$ cat src/design/gpt_ram.sv
// Generic single-write, single-read synchronous RAM with registered read data.
module gpt_ram #(
  parameter int WIDTH = 8,
  parameter int DEPTH = 16
) (
  input  logic                     clk,
  input  logic                     we,
  input  logic [$clog2(DEPTH)-1:0] waddr,
  input  logic [WIDTH-1:0]         wdata,
  input  logic [$clog2(DEPTH)-1:0] raddr,
  output logic [WIDTH-1:0]         rdata
);

  logic [WIDTH-1:0] mem [DEPTH];

  always_ff @(posedge clk) begin
    if (we) begin
      mem[waddr] <= wdata;
    end
    rdata <= mem[raddr];
  end

endmodule

$ cat config.mk
export PLATFORM = sky130hd
export DESIGN_NAME = gpt_ram
export DESIGN_NICKNAME = d
export VERILOG_FILES = /design/src/design/gpt_ram.sv
export SDC_FILE = /design/constraint.sdc
export NUM_CORES = 1
export LEC_CHECK = 0
export BUFFER_PORTS_ARGS = -buffer_cell sky130_fd_sc_hd__buf_2
export CORE_MARGIN = 2
export CORE_UTILIZATION = 25
export CTS_CLUSTER_SIZE = 12
export DETAILED_ROUTE_END_ITERATION = 8
export HOLD_SLACK_MARGIN = 0.12
export PLACE_DENSITY_LB_ADDON = 0.05
export SLEW_MARGIN = 0
export SYNTH_ARGS = -nofsm -noshare
export SYNTH_HDL_FRONTEND = slang
export SYNTH_SLANG_ARGS = --single-unit
$ cat constraint.sdc
create_clock -name clk -period 1.91 [get_ports clk]
set_input_delay 0.382 -clock clk [delete_from_list [all_inputs] [get_ports clk]]
set_output_delay 0.382 -clock clk [all_outputs]
set_load 0.02 [all_outputs]
==> impl_metrics.env <==
export IMPL_synth_edff_count=128
export IMPL_layout_min_cycle_time_ns=1.50
export IMPL_die_area_um2=21800
export IMPL_hold_slack_ns=0.365
export IMPL_cts_setup_buffers=0
export IMPL_syn_nets=247
export IMPL_routed_wl_um=12000
export IMPL_cp_num_buf_inv=2
export IMPL_top_layer="met4"
export IMPL_dieHeight_um=147
export IMPL_fin_ws_ns=0.414
export IMPL_setup_tns_ns=0
export IMPL_timing_slew_headroom_pct=48.5
export IMPL_layout_nets=317
export IMPL_synth_simple_area_share_pct=3.18
export IMPL_hold_path_end="mem[6][7]"
export IMPL_pre_cts_ws_ns=-0.0467
export IMPL_hold_path_class="in2reg"
export IMPL_initial_core_util_pct=25.4
export IMPL_synth_compound_area_share_pct=2.33
export IMPL_synth_cells=229
export IMPL_dpl_hpwl_um=8220
export IMPL_cp_start_kind="primary input"
export IMPL_drc=0
export IMPL_clock_fmax_ghz=0.668
export IMPL_crit_family="multiplexers"
export IMPL_cts_sinks=136
export IMPL_vias_per_cell=4.31
export IMPL_endpoint_kind="register"
export IMPL_final_util_pct=31.7
export IMPL_ys_flop_type="edfxtp_1"
export IMPL_cts_tree="yes"
export IMPL_rrSetupSlack_ns=0.46
export IMPL_fin_skew_ns=0.00548
export IMPL_postSynthAreaPerCell_um2=22.5
export IMPL_tightest_slew_ns=0.770
export IMPL_synth_xor_area_share_pct=0
export IMPL_power_leakage_uw=0.00217
export IMPL_dr_pass1_iters=4
export IMPL_gp_congestion=0.709
export IMPL_combPwrFrac_pct=5.5
export IMPL_status="complete, no violations"
export IMPL_slowest_stage="mux4_1"
export IMPL_grt_max_degree=23
export IMPL_rows=52
export IMPL_wl_met2_um=5500
export IMPL_grt_overflow=0
export IMPL_pin_count=26
export IMPL_ir_worst_vdd_uv=416
export IMPL_p_sw_uw=1420
export IMPL_synth_top_area_cell="edfxtp_1"
export IMPL_clockBufferDepth=2
export IMPL_via_count=2508
export IMPL_wl_met1_um=5780
export IMPL_p_sw_share_pct=20.9
export IMPL_rsz0062_at_grt="false"
export IMPL_h_tree_depth=4
export IMPL_grt_pass1_vias=2618
export IMPL_synth_top_family_by_area="multiplexers"
export IMPL_reg2reg_depth=3
export IMPL_intPower_uw=5410
export IMPL_reg2reg_to="rdata[0]"
export IMPL_synth_most_common_cell="edfxtp_1"
export IMPL_yosys_warnings=0
export IMPL_cts_hold_buffers_added=0
export IMPL_grt_pass1_wl_um=17700
export IMPL_clk_pin_slew_ns=0.06
export IMPL_hold_depth=1
export IMPL_slew_viol_final=0
export IMPL_root_buffer="clkbuf_16"
export IMPL_antenna_left=0
export IMPL_ys_types=19
export IMPL_cts_buffers=17
export IMPL_yosysSeqAreaShare_pct=77.8
export IMPL_cp_cell_sequence="buf_2 > buf_12 > mux4_1 > a22oi_1 > nand2_1"
export IMPL_reg2reg_from="mem[1][0]"
export IMPL_min_from="wdata[7]"
export IMPL_crit_required_ns=2.21
export IMPL_cp_data_arrival_time_ns=1.79
export IMPL_cts_resized_gates=0
export IMPL_seq_power_share_pct=49.1
export IMPL_synth_adder_area_share_pct=0
export IMPL_slowest_delay_ns=0.62
export IMPL_grt_antenna_before_repair=0
export IMPL_drt_iter0_drc=191
export IMPL_num_antenna_cells=0
export IMPL_synth_top_area_share_pct=74.7
export IMPL_p_clk_share_pct=45.5
export IMPL_critPathMaxFanout=14
export IMPL_fp_dieW_um=147
export IMPL_synthTopCellsByCount="edfxtp_1 (128), mux4_2 (18), a22oi_1 (16), mux4_1 (14), nor2_1 (13)"
export IMPL_power_density_nw_per_um2=1070
export IMPL_core_um2=20200
export IMPL_io_buffers=25
export IMPL_clk_latency_ns=0.41
export IMPL_route_met3_wl_um=533
export IMPL_syn_area_um2=5150
export IMPL_muxShareOfSynthArea_pct=15.0
export IMPL_crit_type="in2reg"
export IMPL_final_layout_size_suffix_gt1_share_pct=34.6
export IMPL_post_drt_wl_per_cell_um=20.6
export IMPL_final_hold_viol_count=0
export IMPL_setup_viol=0
export IMPL_period_share_pct=78.3
export IMPL_yosys_top_cells_area="edfxtp_1 (75%), mux4_2 (7.9%), mux4_1 (7.1%)"
export IMPL_async_flop_share_pct=0
export IMPL_max_cap_violations=0
export IMPL_area_growth_pct=24.5
export IMPL_ys_seq_elements=136
export IMPL_gr_usage_all_layers_pct=11.8
cells by family after synthesis:
logic type	after synthesis
flip-flops	136
AND/OR/NAND/NOR	35
multiplexers	32
AO/OA/AOI/OAI	16
buffers and inverters	10
registers in the layout, summed over array words and instances (netlist names):
register and flops:
mem 128, rdata 8
layout by cell type (no fill, tap or decap), types with 8 or more instances in the layout:
master and n:
mux4_2 18, nor2_1 13, edfxtp_1 128, buf_4 32
a22oi_1 16, buf_2 25, nand2_1 9, clkbuf_16 17
mux4_1 14, dfxtp_1 8
power by group through the flow:
| stage | Combinational (uW) | Clock (uW) | Sequential [uW] |
|---|---|---|---|
| after floorplan | 169 | 0 | 3440 |
| after global placement | 386 | 0 | 3420 |
| after detailed placement | 383 | 0 | 3420 |
| after CTS | 384 | 3190 | 3360 |
| after global routing | 405 | 3310 | 3360 |
| final | 373 | 3110 | 3350 |
how the worst max path moves through the flow:
| stage | start | endpoint | slack [ns] | depth (start not counted) |
|---|---|---|---|---|
| floorplan | waddr[2] | mem[0][0] | 0.04 | 2 |
| global placement | raddr[0] | rdata[0] | -0.02 | 5 |
| detailed placement | raddr[0] | rdata[0] | -0.05 | 5 |
| global route | raddr[0] | rdata[0] | 0.37 | 5 |
| CTS | raddr[0] | rdata[0] | 0.40 | 5 |
| finish | raddr[0] | rdata[0] | 0.41 | 5 |
metrics by stage:
stage               cell area (um^2)  total power, uW  instances
finish                          6410             6830        582
global route                    6410             7070        582
CTS                             6410             6930        582
detailed placement              5840             3800        550
global placement                5840             3800        550
floorplan                       5150             3610        229
cell type report:
cell class,instances,area [um^2]
clock buffer,20,437
clock inverter,12,129
fill,1918,13800
multi-input combinational,83,1060
sequential,136,4000
tap,270,338
timing repair buffer,61,445
routing by layer:
metal,global-route usage [%],vias to the layer above
met4,3.75,0
met2,17.4,62
met5,0,-
met1,16.7,1320
li1,-,1115
met3,3.77,11
No activity file was read; power rests on OpenSTA's default activity.
